## src/sv/sce_pkg.sv

```systemverilog
`timescale 1ns / 1ps

package sce_pkg;

    localparam int BYTE_W = 8;
    localparam int LEN_W  = 16;
    localparam int SEQ_W  = 16;
    localparam int IDX_W  = 4;
    localparam int Q_DEPTH = 4;
    localparam int Q_PTR_W = $clog2(Q_DEPTH);
    localparam int Q_CNT_W = $clog2(Q_DEPTH + 1);

    localparam logic OP_START   = 1'b0;
    localparam logic OP_PAYLOAD = 1'b1;

    localparam logic REG_HEADER_BYTE = 1'b0;
    localparam logic REG_TAIL_BYTE   = 1'b1;

    localparam logic [IDX_W-1:0] IDX_HDR0   = 4'd0;
    localparam logic [IDX_W-1:0] IDX_HDR1   = 4'd1;
    localparam logic [IDX_W-1:0] IDX_ZERO   = 4'd2;
    localparam logic [IDX_W-1:0] IDX_SEQ_HI = 4'd3;
    localparam logic [IDX_W-1:0] IDX_SEQ_LO = 4'd4;
    localparam logic [IDX_W-1:0] IDX_LEN_HI = 4'd5;
    localparam logic [IDX_W-1:0] IDX_BODY   = 4'd6;
    localparam logic [IDX_W-1:0] IDX_CHK    = 4'd7;
    localparam logic [IDX_W-1:0] IDX_TAIL0  = 4'd8;
    localparam logic [IDX_W-1:0] IDX_TAIL1  = 4'd9;

    localparam logic [BYTE_W-1:0] HEADER_RESET = 8'd170;
    localparam logic [BYTE_W-1:0] TAIL_RESET   = 8'd85;

    typedef struct packed {
        logic              is_start;
        logic              closes;
        logic [SEQ_W-1:0]  seq;
        logic [BYTE_W-1:0] len_hi;
        logic [BYTE_W-1:0] body;
        logic [BYTE_W-1:0] chk;
    } sce_cmd_t;

    typedef struct packed {
        logic [BYTE_W-1:0] header;
        logic [BYTE_W-1:0] tail;
    } sce_cfg_t;

endpackage

```

## src/sv/sce_front.sv

```systemverilog
`timescale 1ns / 1ps

module sce_front (
    input  logic                         aclk,
    input  logic                         aresetn,
    input  logic                         in_fire,
    input  logic                         in_op,
    input  logic [sce_pkg::LEN_W-1:0]    in_len,
    input  logic [sce_pkg::BYTE_W-1:0]   in_byte,
    output logic                         push,
    output sce_pkg::sce_cmd_t            push_cmd
);

    logic [sce_pkg::SEQ_W-1:0]  seq_reg, seq_next;
    logic [sce_pkg::BYTE_W-1:0] sum_reg, sum_next;
    logic [sce_pkg::LEN_W-1:0]  rem_reg, rem_next;
    logic                       open_reg, open_next;
    logic [sce_pkg::LEN_W-1:0]  rem_dec;
    logic [sce_pkg::BYTE_W-1:0] hdr_sum;

    assign rem_dec = rem_reg - 16'd1;
    assign hdr_sum = seq_reg[15:8] + seq_reg[7:0] + in_len[15:8] + in_len[7:0];

    always_comb begin
        seq_next  = seq_reg;
        sum_next  = sum_reg;
        rem_next  = rem_reg;
        open_next = open_reg;
        push      = 1'b0;
        push_cmd.is_start = (in_op == sce_pkg::OP_START);
        push_cmd.closes   = 1'b0;
        push_cmd.seq      = seq_reg;
        push_cmd.len_hi   = in_len[15:8];
        push_cmd.body     = (in_op == sce_pkg::OP_START) ? in_len[7:0] : in_byte;
        push_cmd.chk      = hdr_sum;
        if (in_fire) begin
            if (in_op == sce_pkg::OP_START) begin
                push     = 1'b1;
                sum_next = hdr_sum;
                if (in_len == '0) begin
                    push_cmd.closes = 1'b1;
                    seq_next  = seq_reg + 16'd1;
                    rem_next  = '0;
                    open_next = 1'b0;
                end else begin
                    rem_next  = in_len;
                    open_next = 1'b1;
                end
            end else if (open_reg) begin
                push         = 1'b1;
                sum_next     = sum_reg + in_byte;
                push_cmd.chk = sum_reg + in_byte;
                rem_next     = rem_dec;
                if (rem_dec == '0) begin
                    push_cmd.closes = 1'b1;
                    seq_next  = seq_reg + 16'd1;
                    open_next = 1'b0;
                end
            end
        end
    end

    always_ff @(posedge aclk) begin
        if (!aresetn) begin
            seq_reg  <= '0;
            sum_reg  <= '0;
            rem_reg  <= '0;
            open_reg <= 1'b0;
        end else begin
            seq_reg  <= seq_next;
            sum_reg  <= sum_next;
            rem_reg  <= rem_next;
            open_reg <= open_next;
        end
    end

`ifndef ASSERT_OFF
    a_open_has_bytes: assert property (@(posedge aclk) disable iff (!aresetn)
        open_reg |-> rem_reg != '0)
        else $error("open frame with no bytes left");
`endif

endmodule

```

## src/sv/sce_queue.sv

```systemverilog
`timescale 1ns / 1ps

module sce_queue (
    input  logic              aclk,
    input  logic              aresetn,
    input  logic              push,
    input  sce_pkg::sce_cmd_t push_cmd,
    input  logic              pop,
    output sce_pkg::sce_cmd_t head,
    output logic              empty,
    output logic              full
);

    sce_pkg::sce_cmd_t mem [sce_pkg::Q_DEPTH];
    logic [sce_pkg::Q_PTR_W-1:0] wr_ptr_reg, rd_ptr_reg;
    logic [sce_pkg::Q_CNT_W-1:0] count_reg;

    assign empty = (count_reg == '0);
    assign full  = (count_reg == sce_pkg::Q_CNT_W'(sce_pkg::Q_DEPTH));
    assign head  = mem[rd_ptr_reg];

    always_ff @(posedge aclk) begin
        if (push) begin
            mem[wr_ptr_reg] <= push_cmd;
        end
    end

    always_ff @(posedge aclk) begin
        if (!aresetn) begin
            wr_ptr_reg <= '0;
            rd_ptr_reg <= '0;
            count_reg  <= '0;
        end else begin
            if (push) begin
                wr_ptr_reg <= wr_ptr_reg + 1'b1;
            end
            if (pop) begin
                rd_ptr_reg <= rd_ptr_reg + 1'b1;
            end
            count_reg <= count_reg + sce_pkg::Q_CNT_W'(push) - sce_pkg::Q_CNT_W'(pop);
        end
    end

`ifndef ASSERT_OFF
    a_no_overflow: assert property (@(posedge aclk) disable iff (!aresetn)
        full |-> !push)
        else $error("queue overflow");
    a_no_underflow: assert property (@(posedge aclk) disable iff (!aresetn)
        empty |-> !pop)
        else $error("queue underflow");
`endif

endmodule

```

## src/sv/sce_back.sv

```systemverilog
`timescale 1ns / 1ps

module sce_back (
    input  logic                        aclk,
    input  logic                        aresetn,
    input  sce_pkg::sce_cfg_t           cfg,
    input  sce_pkg::sce_cmd_t           head,
    input  logic                        empty,
    output logic                        pop,
    output logic                        m_tvalid,
    input  logic                        m_tready,
    output logic [sce_pkg::BYTE_W-1:0]  m_tdata,
    output logic                        m_tlast,
    output logic                        m_tuser
);

    logic                        mid_reg;
    logic [sce_pkg::IDX_W-1:0]   step_reg;
    logic                        valid_reg;
    logic [sce_pkg::BYTE_W-1:0]  data_reg;
    logic                        last_reg;
    logic                        end_reg;
    logic [sce_pkg::IDX_W-1:0]   cur_idx;
    logic [sce_pkg::IDX_W-1:0]   end_idx;
    logic [sce_pkg::BYTE_W-1:0]  cur_byte;
    logic                        advance;
    logic                        at_end;

    assign cur_idx = mid_reg ? step_reg
                   : (head.is_start ? sce_pkg::IDX_HDR0 : sce_pkg::IDX_BODY);
    assign end_idx = head.closes ? sce_pkg::IDX_TAIL1 : sce_pkg::IDX_BODY;
    assign at_end  = (cur_idx == end_idx);
    assign advance = !empty && (!valid_reg || m_tready);
    assign pop     = advance && at_end;

    always_comb begin
        unique case (cur_idx)
            sce_pkg::IDX_HDR0,
            sce_pkg::IDX_HDR1:   cur_byte = cfg.header;
            sce_pkg::IDX_ZERO:   cur_byte = '0;
            sce_pkg::IDX_SEQ_HI: cur_byte = head.seq[15:8];
            sce_pkg::IDX_SEQ_LO: cur_byte = head.seq[7:0];
            sce_pkg::IDX_LEN_HI: cur_byte = head.len_hi;
            sce_pkg::IDX_BODY:   cur_byte = head.body;
            sce_pkg::IDX_CHK:    cur_byte = head.chk;
            sce_pkg::IDX_TAIL0,
            sce_pkg::IDX_TAIL1:  cur_byte = cfg.tail;
            default:             cur_byte = '0;
        endcase
    end

    always_ff @(posedge aclk) begin
        if (!aresetn) begin
            mid_reg   <= 1'b0;
            step_reg  <= '0;
            valid_reg <= 1'b0;
        end else begin
            if (advance) begin
                valid_reg <= 1'b1;
                if (at_end) begin
                    mid_reg <= 1'b0;
                end else begin
                    mid_reg  <= 1'b1;
                    step_reg <= cur_idx + 4'd1;
                end
            end else if (m_tready) begin
                valid_reg <= 1'b0;
            end
        end
    end

    always_ff @(posedge aclk) begin
        if (advance) begin
            data_reg <= cur_byte;
            last_reg <= at_end;
            end_reg  <= (cur_idx == sce_pkg::IDX_TAIL1);
        end
    end

    assign m_tvalid = valid_reg;
    assign m_tdata  = data_reg;
    assign m_tlast  = last_reg;
    assign m_tuser  = end_reg;

`ifndef ASSERT_OFF
    a_end_is_last: assert property (@(posedge aclk) disable iff (!aresetn)
        (valid_reg && end_reg) |-> last_reg)
        else $error("frame end not marked last");
`endif

endmodule

```

## src/sv/sum_checked_frame_encoder.sv

```systemverilog
`timescale 1ns / 1ps
// Channel  | Ports                       | Contents
// input    | s_tvalid/s_tready/s_tdata   | tdata: message_length[15:0], payload_byte[23:16]
//          | s_tuser                     | operation
// output   | m_tvalid/m_tready/m_tdata   | tdata: out_byte[7:0]; tlast: last_of_run
//          | m_tuser                     | frame_end
// config   | cfg_wr_en/cfg_addr/cfg_wdata| 0 header_byte, 1 tail_byte
//
// One output byte per cycle from the back sequencer unless the queue is empty or output stalls:
// a payload byte yields one byte, a start seven (ten for zero length), a closing payload byte four.
// Input is taken while the four-entry command queue has room, one item per cycle.
// aresetn is synchronous, active low; it clears frame state and the queue.
// Output stalls hold the output register and fill the queue, then drop s_tready.
module sum_checked_frame_encoder (
    input  logic        aclk,
    input  logic        aresetn,
    input  logic        s_tvalid,
    output logic        s_tready,
    input  logic [23:0] s_tdata,   // message_length[15:0], payload_byte[23:16]
    input  logic        s_tuser,   // operation
    output logic        m_tvalid,
    input  logic        m_tready,
    output logic [7:0]  m_tdata,   // out_byte[7:0]
    output logic        m_tlast,
    output logic        m_tuser,   // frame_end
    input  logic        cfg_wr_en,
    input  logic        cfg_addr,
    input  logic [7:0]  cfg_wdata
);

    sce_pkg::sce_cfg_t cfg_reg;
    sce_pkg::sce_cmd_t push_cmd;
    sce_pkg::sce_cmd_t head;
    logic              push;
    logic              pop;
    logic              empty;
    logic              full;
    logic              in_fire;

    always_ff @(posedge aclk) begin
        if (!aresetn) begin
            cfg_reg.header <= sce_pkg::HEADER_RESET;
            cfg_reg.tail   <= sce_pkg::TAIL_RESET;
        end else if (cfg_wr_en) begin
            unique case (cfg_addr)
                sce_pkg::REG_HEADER_BYTE: cfg_reg.header <= cfg_wdata;
                sce_pkg::REG_TAIL_BYTE:   cfg_reg.tail   <= cfg_wdata;
                default: ;
            endcase
        end
    end

    assign s_tready = !full;
    assign in_fire  = s_tvalid && s_tready;

    sce_front u_front (
        .aclk     (aclk),
        .aresetn  (aresetn),
        .in_fire  (in_fire),
        .in_op    (s_tuser),
        .in_len   (s_tdata[15:0]),
        .in_byte  (s_tdata[23:16]),
        .push     (push),
        .push_cmd (push_cmd)
    );

    sce_queue u_queue (
        .aclk     (aclk),
        .aresetn  (aresetn),
        .push     (push),
        .push_cmd (push_cmd),
        .pop      (pop),
        .head     (head),
        .empty    (empty),
        .full     (full)
    );

    sce_back u_back (
        .aclk     (aclk),
        .aresetn  (aresetn),
        .cfg      (cfg_reg),
        .head     (head),
        .empty    (empty),
        .pop      (pop),
        .m_tvalid (m_tvalid),
        .m_tready (m_tready),
        .m_tdata  (m_tdata),
        .m_tlast  (m_tlast),
        .m_tuser  (m_tuser)
    );

endmodule

```

## config.mk

```make
export PLATFORM = sky130hd
export DESIGN_NAME = sum_checked_frame_encoder
export DESIGN_NICKNAME = d
export VERILOG_FILES = /design/src/sv/sce_pkg.sv /design/src/sv/sce_front.sv /design/src/sv/sce_queue.sv /design/src/sv/sce_back.sv /design/src/sv/sum_checked_frame_encoder.sv
export SDC_FILE = /design/constraint.sdc
export NUM_CORES = 1
export LEC_CHECK = 0
export ABC_AREA = 1
export BUFFER_PORTS_ARGS = -buffer_cell sky130_fd_sc_hd__buf_2
export CAP_MARGIN = 0
export CORE_MARGIN = 2
export CORE_UTILIZATION = 58
export CTS_BUF_LIST = sky130_fd_sc_hd__clkbuf_2 sky130_fd_sc_hd__clkbuf_4 sky130_fd_sc_hd__clkbuf_8
export CTS_CLUSTER_SIZE = 12
export DETAILED_ROUTE_END_ITERATION = 8
export PLACE_DENSITY = 0.9
export SYNTH_ARGS = -nofsm -noshare
export SYNTH_HDL_FRONTEND = slang
export SYNTH_HIERARCHICAL = 1
export SYNTH_SLANG_ARGS = --single-unit
```

## constraint.sdc

```tcl
create_clock -name aclk -period 3.5 [get_ports aclk]
set_clock_uncertainty 0.2 [all_clocks]
set_input_delay 0 -clock aclk [delete_from_list [all_inputs] [get_ports aclk]]
set_output_delay 0 -clock aclk [all_outputs]
set_load 0.02 [all_outputs]
```

# ---- After elaboration in Yosys (flattened, before gate mapping)
# Memory sizes are Yosys's and may differ from the RTL's. A register that Yosys moved wholly into a read port is not among the register bits.
# Cells that the tools add are included.
# Widths: inputs -> output; s select.
dict set report word_totals {
  mem_count 1
  mem_bits_rw 168
  out_inout_bits 12
  elab_cells 98
  register_bits 80
}
# memory words width read_ports rd_clocked_by_memory_dff wr line_no
set mem_list {}
lappend mem_list {u_queue.mem 4 42 1 1 1 sce_queue.sv:14} ;# sce_pkg::sce_cmd_t mem [sce_pkg::Q_DEPTH];
dict set report op_classes {
  bitwise_logic 3
  n_addsub 11
  mux 36
  reduce_logical 20
  n_eq_ne 12
}
# operator n
set op_table {}
lappend op_table {{$mux 16} 7}
lappend op_table {{$pmux 8 s7} 1}
lappend op_table {{$mux 8} 6}
lappend op_table {{$add 8x8->8} 4}
lappend op_table {{$logic_not 16->1} 2}
lappend op_table {{$mux 1} 17}
lappend op_table {{$add 16x1->16 const B} 1}
lappend op_table {{$eq 4x3->1 const B} 4}
lappend op_table {{$sub 16x1->16 const B} 1}
lappend op_table {{$eq 4x4->1 const B} 2}
lappend op_table {{$mux 4} 2}
lappend op_table {{$reduce_and 2->1} 4}
lappend op_table {{$add 2x1->2 const B} 2}
lappend op_table {{$add 4x1->4 const B} 1}
lappend op_table {{$eq 4x1->1 const B} 1}
lappend op_table {{$eq 4x2->1 const B} 1}
lappend op_table {{$eq 4x4->1} 1}
lappend op_table {{$logic_not 4->1} 1}
lappend op_table {{$mux 2} 2}
lappend op_table {{$ne 2x1->1 const B} 2}
lappend op_table {{$reduce_and 4->1} 1}
lappend op_table {{$reduce_bool 2->1} 2}
lappend op_table {{$reduce_or 2->1} 2}
lappend op_table {{$add 3x1->3} 1}
lappend op_table {{8 further kinds} 14}

# ---- Depth between registers and ports, before layout
# Gate-level depths: netlist of the first run.
dict set report depth {
  ltp_word 6
  depth_mapped 17
}

# ---- Modules after synthesis
# Netlist of the first run, hierarchy kept.
# module area_each_um2 seq_area_each_um2 n_inst cells_each
set modules_own_cells {}
lappend modules_own_cells {sce_queue 7374.6 5225.0 1 545}
lappend modules_own_cells {sce_front 3746.1 820.8 1 571}
lappend modules_own_cells {sce_back 1208.7 420.4 1 175}
lappend modules_own_cells {sum_checked_frame_encoder 625.6 320.3 1 83}

# ---- Worst setup path before layout of the first run
# Ideal clock, no wire load.
dict set report synth_path {
  kind {flip-flop to flip-flop}
  from {register u_front/seq_reg[1] (netlist name)}
  to {memory u_queue/mem[0][7] (netlist name) (data pin)}
  n_path_buf 0
  stages_incl_launch_ff 14
  setup_ps 307
  arrival_ps 2785
  slack_ps 208
  path_cell_list {dfxtp_1 > inv_1 > fa_1 > fa_1 > inv_1 > ha_1 > fa_1 > nand3_1 > nand2_1 > nand2_1 > nand2_1 > a21oi_1 > xnor2_1 > o21ai_0}
}
# item line_no
set synth_lines {}
lappend synth_lines {{start: declaration} sce_front.sv:14} ;# logic [sce_pkg::SEQ_W-1:0] seq_reg, seq_next;
lappend synth_lines {{start signal: assignment} sce_front.sv:70} ;# seq_reg <= seq_next;
lappend synth_lines {{end: declaration} sce_queue.sv:14}

# ---- Worst setup path in the final report of the first run
dict set report layout_path {
  from {register u_front/seq_reg[1] (netlist name)}
  to {register u_front/sum_reg[7] (netlist name)}
}
dict set report layout_between {
  elab_chain_len 4
}
# item line_no
set layout_lines {}
lappend layout_lines {{$add 8x8->8 (3 in a row)} sce_front.sv:22} ;# assign hdr_sum = seq_reg[15:8] + seq_reg[7:0] + in_len[15:8] + in_len[7:0];
lappend layout_lines {{$mux 8} sce_front.sv:37} ;# if (in_op == sce_pkg::OP_START) begin
lappend layout_lines {{end signal: assignment} sce_front.sv:71} ;# sum_reg <= sum_next;
lappend layout_lines {{end: declaration} sce_front.sv:15} ;# logic [sce_pkg::BYTE_W-1:0] sum_reg, sum_next;
# Every way passes these cells.
# A chain may end at the register's enable or synchronous reset.

==> out/results.txt, run 1 <==
Chip width = 153 um
Final Max Tran Viols = 0
ANT nets after route = 0
Die Footprint = 23500 um2
Avg Inst Size Synth = 9.43 um2
Post-CTS Setup Repair Bufs = 0
Mapped cell area = 13000 um2
Rows = 54
Worst-path cell chain = inv_1, fa_1, fa_1, inv_1, ha_1, fa_1, nand3_1, nand2_1, nand2_1, nand2_1, a21oi_1, xnor2_1, nand2_1, nand3_1, a21oi_1
Setup TNS = 0 ps
Crit-path most repeated cell = nand2_1
Slew HR = 32.1%
GP Congestion = 0.935
Main area contributors after synthesis = edfxtp_1 41%, dfxtp_1 11%, nand2_1 9.2%
WL per Instance = 18.0 um
Unrepaired setup endpoints after global routing = yes
Worst path slowest cell = fa_1
FF/Latch Area = 6800 um2
YS warnings = 6
Register area share after synthesis = 52.4%
Root buffer cell = clkbuf_8
Required @ worst endpoint = 3720 ps
Post-route DRC = 0
Max Buffers Root-to-Sink = 3
Critical path's largest stage delay = 520 ps
Iteration-0 DRC Markers = 1159
Largest reg by FF count = u_queue/mem
Global-route wire length before repair = 50400 um
Synth top area share = 41.3%
Multi-input combinational cell area = 5030 um2
Leak = 6.15 nW
Worst-margin pin slew = 1010 ps
Worst hold path type = input port to flop
Share of layout cells above drive strength 1 = 18.0%
Worst setup SP type = flop
Total GRT Usage = 27.2%
Starting density of the core = 59.2%
Clock sinks = 250
Crit Path Max Fanout = 2
Vias in the first global route = 9942
Vias per std cell = 5.66
Buf+Inv Stages, Crit Path = 2
I/O Pins = 51
Core ar. = 21900 um2
Reg clk slew, reported paths = 60 ps
Number of flops mapped to enable cells by yosys = 178
Area grow syn2layout = 15.1%
TritonCTS clock tree = yes
# fillers = 1583
Skew-Pair Late Insertion Delay = 570 ps
Port Buffers = 50
Initial antenna violation count = 0
Fmax = 298 MHz
Yosys reg bits = 250
Post-DP HPWL = 20600 um
Largest net degree at the start of global routing = 78
Main synth FF type = edfxtp_1
Die height = 153 um
Fin crit period = 3360 ps
GRT overflow = 0
Vias = 10200
Crit path max-delay family = adder cells
Mapped Cells = 1374
Arrival time worst endpoint = 3580 ps
Period Utilization, post-route = 95.9%
Synth top cells by count = 317 x nand2_1, 191 x inv_1, 178 x edfxtp_1
Synth async-reset ratio = 0%
Outcome = completed
Nets = 1575
Number of CTS-inserted buffers = 41
Final number of setup-violating endpoints = 0
H-tree Lvls = 2
Drt first pass iters = 5
Drt total wl = 32500 um
Final Hold Viols = 0
Worst setup path class = flop to flop
Cell variety after synth = 46
Max-cap violations = 0
Max FFs per register = 168
Leading area contributor after synthesis = edfxtp_1
Diode count = 0
Most frequent cell after synthesis = nand2_1
Power density cells = 600 nW/um2
Syn nets = 1452
Total power = 8.95 mW
Crit end category = flop
Max VDD drop = 0.335 mV
==> power by group <==
part | switching, mW | internal, mW
Sequential | 0.146 | 3.56
Clock | 1.19 | 1.53
Combinational | 1.74 | 0.786
Total | 3.07 | 5.87
==> routing by layer <==
metal,track usage [%],vias to the layer above,share of wire (%)
met1,33.8,4788,38
met5,0,-,0
met4,11.0,0,3.9
met2,46.8,546,49
li1,-,4786,-
met3,5.47,118,8.6
==> metrics by stage <==
step	cell area, um2	instances	util (%)	hold WS [ps]	setup WS, ps
CTS	14900	1810	68.0	9.51	94.7
global placement	13400	1670	61.1	18.1	259
global route	14900	1810	68.1	22.3	-28.4
finish	14900	1810	68.1	34.0	142
detailed placement	13400	1670	61.1	29.4	129
floorplan	13000	1374	-	-107	208
==> cells in the final DEF, fill, tap and decap left out, drive strengths merged <==
cell	instances
a211oi	2
a21boi	3
a21oi	88
a221oi	10
a22oi	2
a31oi	6
buf	71
bufinv	3
clkbuf	57
clkinv	19
clkinvlp	1
dfxtp	72
dlygate4sd3	64
edfxtp	178
fa	16
ha	23
inv	199
mux2i	1
nand2	363
nand3	73
nand3b	2
nand4	9
nor2	102
nor3	11
nor3b	1
nor4	4
o211ai	46
o21ai	74
o21bai	2
or2	1
xnor2	11
xor2	16
==> final cells by class <==
type | instances | share of cell area [%]
Multi-Input combinational cell | 866 | 33.7
Inverter | 203 | 5.15
Tap cell | 280 | 2.35
Sequential cell | 250 | 45.6
Timing Repair Buffer | 135 | 7.37
Clock inverter | 19 | 1.12
Clock buffer | 57 | 4.71
==> worst register-to-register path: stages, from the launching register on <==
cell     delay (ps)
dfxtp_1         320
inv_1            70
fa_1            510
fa_1            530
inv_1            50
ha_1            220
fa_1            410
nand3_1         100
nand2_1          80
nand2_1          70
nand2_1          50
a21oi_1         170
xnor2_1         190
nand2_1         100
nand3_1          80
a21oi_1          70
==> kinds of logic after synthesis <==
family / count (synthesis) / share of synthesized area (%)
flip-flops: 250 / 52.4
AND/OR/NAND/NOR: 566 / 20.0
AO/OA/AOI/OAI: 233 / 12.1
adder cells (fa/ha/maj): 39 / 4.69
XOR/XNOR: 27 / 1.83
multiplexers: 1 / 0.0773
buffers and inverters: 258 / 8.93
==> worst paths after layout <==
check / cells past startpoint / slack [ps] / start / endpoint
max: 15 / 140 / u_front/seq_reg[1] / u_front/sum_reg[7]
min reg2reg: 2 / 290 / u_queue/rd_ptr_reg[1] / flop
max reg2reg: 15 / 140 / u_front/seq_reg[1] / u_front/sum_reg[7]
min: 2 / 30 / s_tdata[11] / u_queue/mem[2][19]
==> what timing repair did <==
| item | 4_1_cts | 5_1_grt |
|---|---|---|
| hold buffers | 64 | 0 |
| endpoints found under the hold margin | 157 | 0 |
| setup endpoints to repair | 0 | 9 |
| gates resized for setup | 0 | 5 |
(Power assumes the default switching activity.)
==> run 2: changes to the inputs <==
--- a/config.mk
+++ b/config.mk
@@ -9,11 +9,11 @@
 export BUFFER_PORTS_ARGS = -buffer_cell sky130_fd_sc_hd__buf_2
 export CAP_MARGIN = 0
 export CORE_MARGIN = 2
-export CORE_UTILIZATION = 58
+export CORE_UTILIZATION = 60
 export CTS_BUF_LIST = sky130_fd_sc_hd__clkbuf_2 sky130_fd_sc_hd__clkbuf_4 sky130_fd_sc_hd__clkbuf_8
 export CTS_CLUSTER_SIZE = 12
 export DETAILED_ROUTE_END_ITERATION = 8
-export PLACE_DENSITY = 0.9
+export PLACE_DENSITY = 0.89
 export SYNTH_ARGS = -nofsm -noshare
 export SYNTH_HDL_FRONTEND = slang
 export SYNTH_HIERARCHICAL = 1
==> constraint.sdc (replaced) <==
create_clock -name aclk -period 3.8 [get_ports aclk]
set_clock_uncertainty 0.2 [all_clocks]
set_input_delay 0 -clock aclk [delete_from_list [all_inputs] [get_ports aclk]]
set_output_delay 0 -clock aclk [all_outputs]
set_load 0.02 [all_outputs]
==> out/results.txt, run 2 (same netlist as run 1, synthesis figures left out) <==
GP Congestion = 0.920 (-1.6%)
Vias = 10300 (+0.31%)
Share of layout cells above drive strength 1 = 17.2% (-0.78 points)
Reg2Reg Setup Slack = 350 ps (+200 ps)
Drt total wl = 32400 um (-0.24%)
Global-route wire length before repair = 50900 um (+1.0%)
Worst-margin pin slew = 1010 ps (-0.490 ps)
Slew HR = 32.3% (+0.20 points)
Required @ worst endpoint = 3950 ps (+230 ps)
Drt first pass iters = 7 (+2)
CP startpoint = u_front/seq_reg[4]
Max Buffers Root-to-Sink = 3 (unchanged)
Area grow syn2layout = 14.4%
Worst R2R Path Depth = 12 (-3)
Die height = 151 um (-1.6%)
Most frequent cells in the layout = 317 x nand2_1, 191 x inv_1, 178 x edfxtp_1, 88 x a21oi_1, 83 x nor2_1
Total GRT Usage = 29.2% (+2.0 points)
I/O Pins = 51 (unchanged)
Iteration-0 DRC Markers = 990 (-15%)
WL per Instance = 18.0 um (+0.37%)
Commonest non-fill, non-tap cell in the layout = nand2_1
Skew-Pair Late Insertion Delay = 570 ps (about the same)
Clock sinks = 250 (unchanged)
Chip width = 151 um (-1.6%)
Outcome = completed
Number of CTS-inserted buffers = 40 (-2.4%)
Starting density of the core = 61.4% (+2.3 points)
Crit Path Max Fanout = 7 (+5)
Final instance area = 14800 um2 (-0.59%)
Root buffer cell = clkbuf_8
Vias per std cell = 5.71 (+0.93%)
Port Buffers = 50 (unchanged)
Core ar. = 21100 um2 (-3.7%)
Final number of setup-violating endpoints = 0 (unchanged)
Fmax = 289 MHz (-2.8%)
Rows = 53 (-1.9%)
Crit end category = flop
Power density cells = 557 nW/um2 (-7.1%)
Vias in the first global route = 10100 (+1.1%)
Period Utilization, post-route = 90.9% (-5.0 points)
FF-to-FF End = u_queue/mem[2][7]
Post-route DRC = 0 (unchanged)
Placed Cells incl. Taps = 1661 (-0.54%)
Leak = 6.13 nW (-0.45%)
Arrival time worst endpoint = 3610 ps (+30 ps)
Final Max Tran Viols = 0 (unchanged)
Max FFs per register = 168 (unchanged)
Setup TNS = 0 ps (unchanged)
TritonCTS clock tree = yes
Hold Crit Depth = 2 (unchanged)
Area after DPL = 13300 um2 (-0.64%)
Diode count = 0 (unchanged)
Largest net degree at the start of global routing = 73 (-6.4%)
Die Footprint = 22800 um2 (-3.2%)
RR Startpoint = u_front/seq_reg[4]
Hold_ws = 39.0 ps (+5.05 ps)
Worst setup SP type = flop
Post-DP HPWL = 20200 um (-2.0%)
Initial antenna violation count = 0 (unchanged)
Unrepaired setup endpoints after global routing = no
Worst hold path type = input port to flop
ANT nets after route = 0 (unchanged)
H-tree Lvls = 2 (unchanged)
Final Hold Viols = 0 (unchanged)
Worst setup path class = flop to flop
Crit path capture = u_queue/mem[2][7]
Max VDD drop = 0.379 mV (+13%)
GRT overflow = 0 (unchanged)
Nets = 1571 (-0.25%)
Reg clk slew, reported paths = 60 ps (about the same)
Non-Filler Instances = 1799 (-0.61%)
Fin crit period = 3450 ps (+96.7 ps)
Hold_sp = s_tdata[12]
Largest reg by FF count = u_queue/mem
Max-cap violations = 0 (unchanged)
[run 2: changes by cell type in the layout (fill, tap and decap cells not counted), sizes merged]
cell / before / now
clkinvlp: 1 / 3
dlygate4sd3: 64 / 65
clkinv: 19 / 15
buf: 71 / 67
clkbuf: 57 / 56
[run 2: how the worst min path moves through the flow]
stage and to:
2_1_floorplan u_queue/count_reg[1], 3_3_place_gp cfg_reg[0], 3_5_place_dp cfg_reg[4], 4_1_cts u_queue/mem[1][20], 5_1_grt u_queue/mem[2][19], 6_report u_queue/mem[1][20]
[run 2: routing by layer]
layer	track usage, %	wire, um
met1	36.3	12600
met2	50.6	16100
met3	4.46	2520
met4	13.2	1230
met5	0	0
[run 2: metrics by stage]
| step | worst slack (ps) | total power, mW | utilization [%] |
|---|---|---|---|
| floorplan | 508 | 5.09 | - |
| global placement | 465 | 5.54 | 63.0 |
| detailed placement | 337 | 5.64 | 63.0 |
| CTS | 235 | 8.22 | 70.3 |
| global route | 117 | 8.67 | 70.3 |
| finish | 346 | 8.26 | 70.3 |
[run 2: worst max-delay path, cell delays in order, from the launching register on]
cell and delay, ps:
dfxtp_1 440, inv_1 150, fa_1 520, fa_1 520
inv_1 40, ha_1 350, a21oi_1 240, nand2_1 120
nand2_1 80, nand2_1 50, a21oi_1 150, xnor2_1 110
o21ai_1 290
[run 2: area by class of cell]
class,count,area (um2)
clock buffers,56,721
clock inverters,17,160
fillers,1496,6260
inverters,203,768
multi-input cells,866,5010
flip-flops and latches,250,6790
well taps,275,344
repair buffers,132,1030
[run 2: where the power goes]
group	total, mW	leakage (nW)	internal [mW]	switching [mW]
combinational	2.29	3.44	0.705	1.58
sequential	3.43	2.23	3.28	0.152
clock	2.54	0.454	1.43	1.11
total	8.26	6.13	5.42	2.84
[run 2: timing repair]
| action | in CTS | in global routing |
|---|---|---|
| setup buffers | 0 | 0 |
| hold buffers | 65 | 0 |
| setup endpoints to repair | 0 | 4 |
| endpoints found under the hold margin | 150 | 0 |
| gates resized for setup | 0 | 1 |
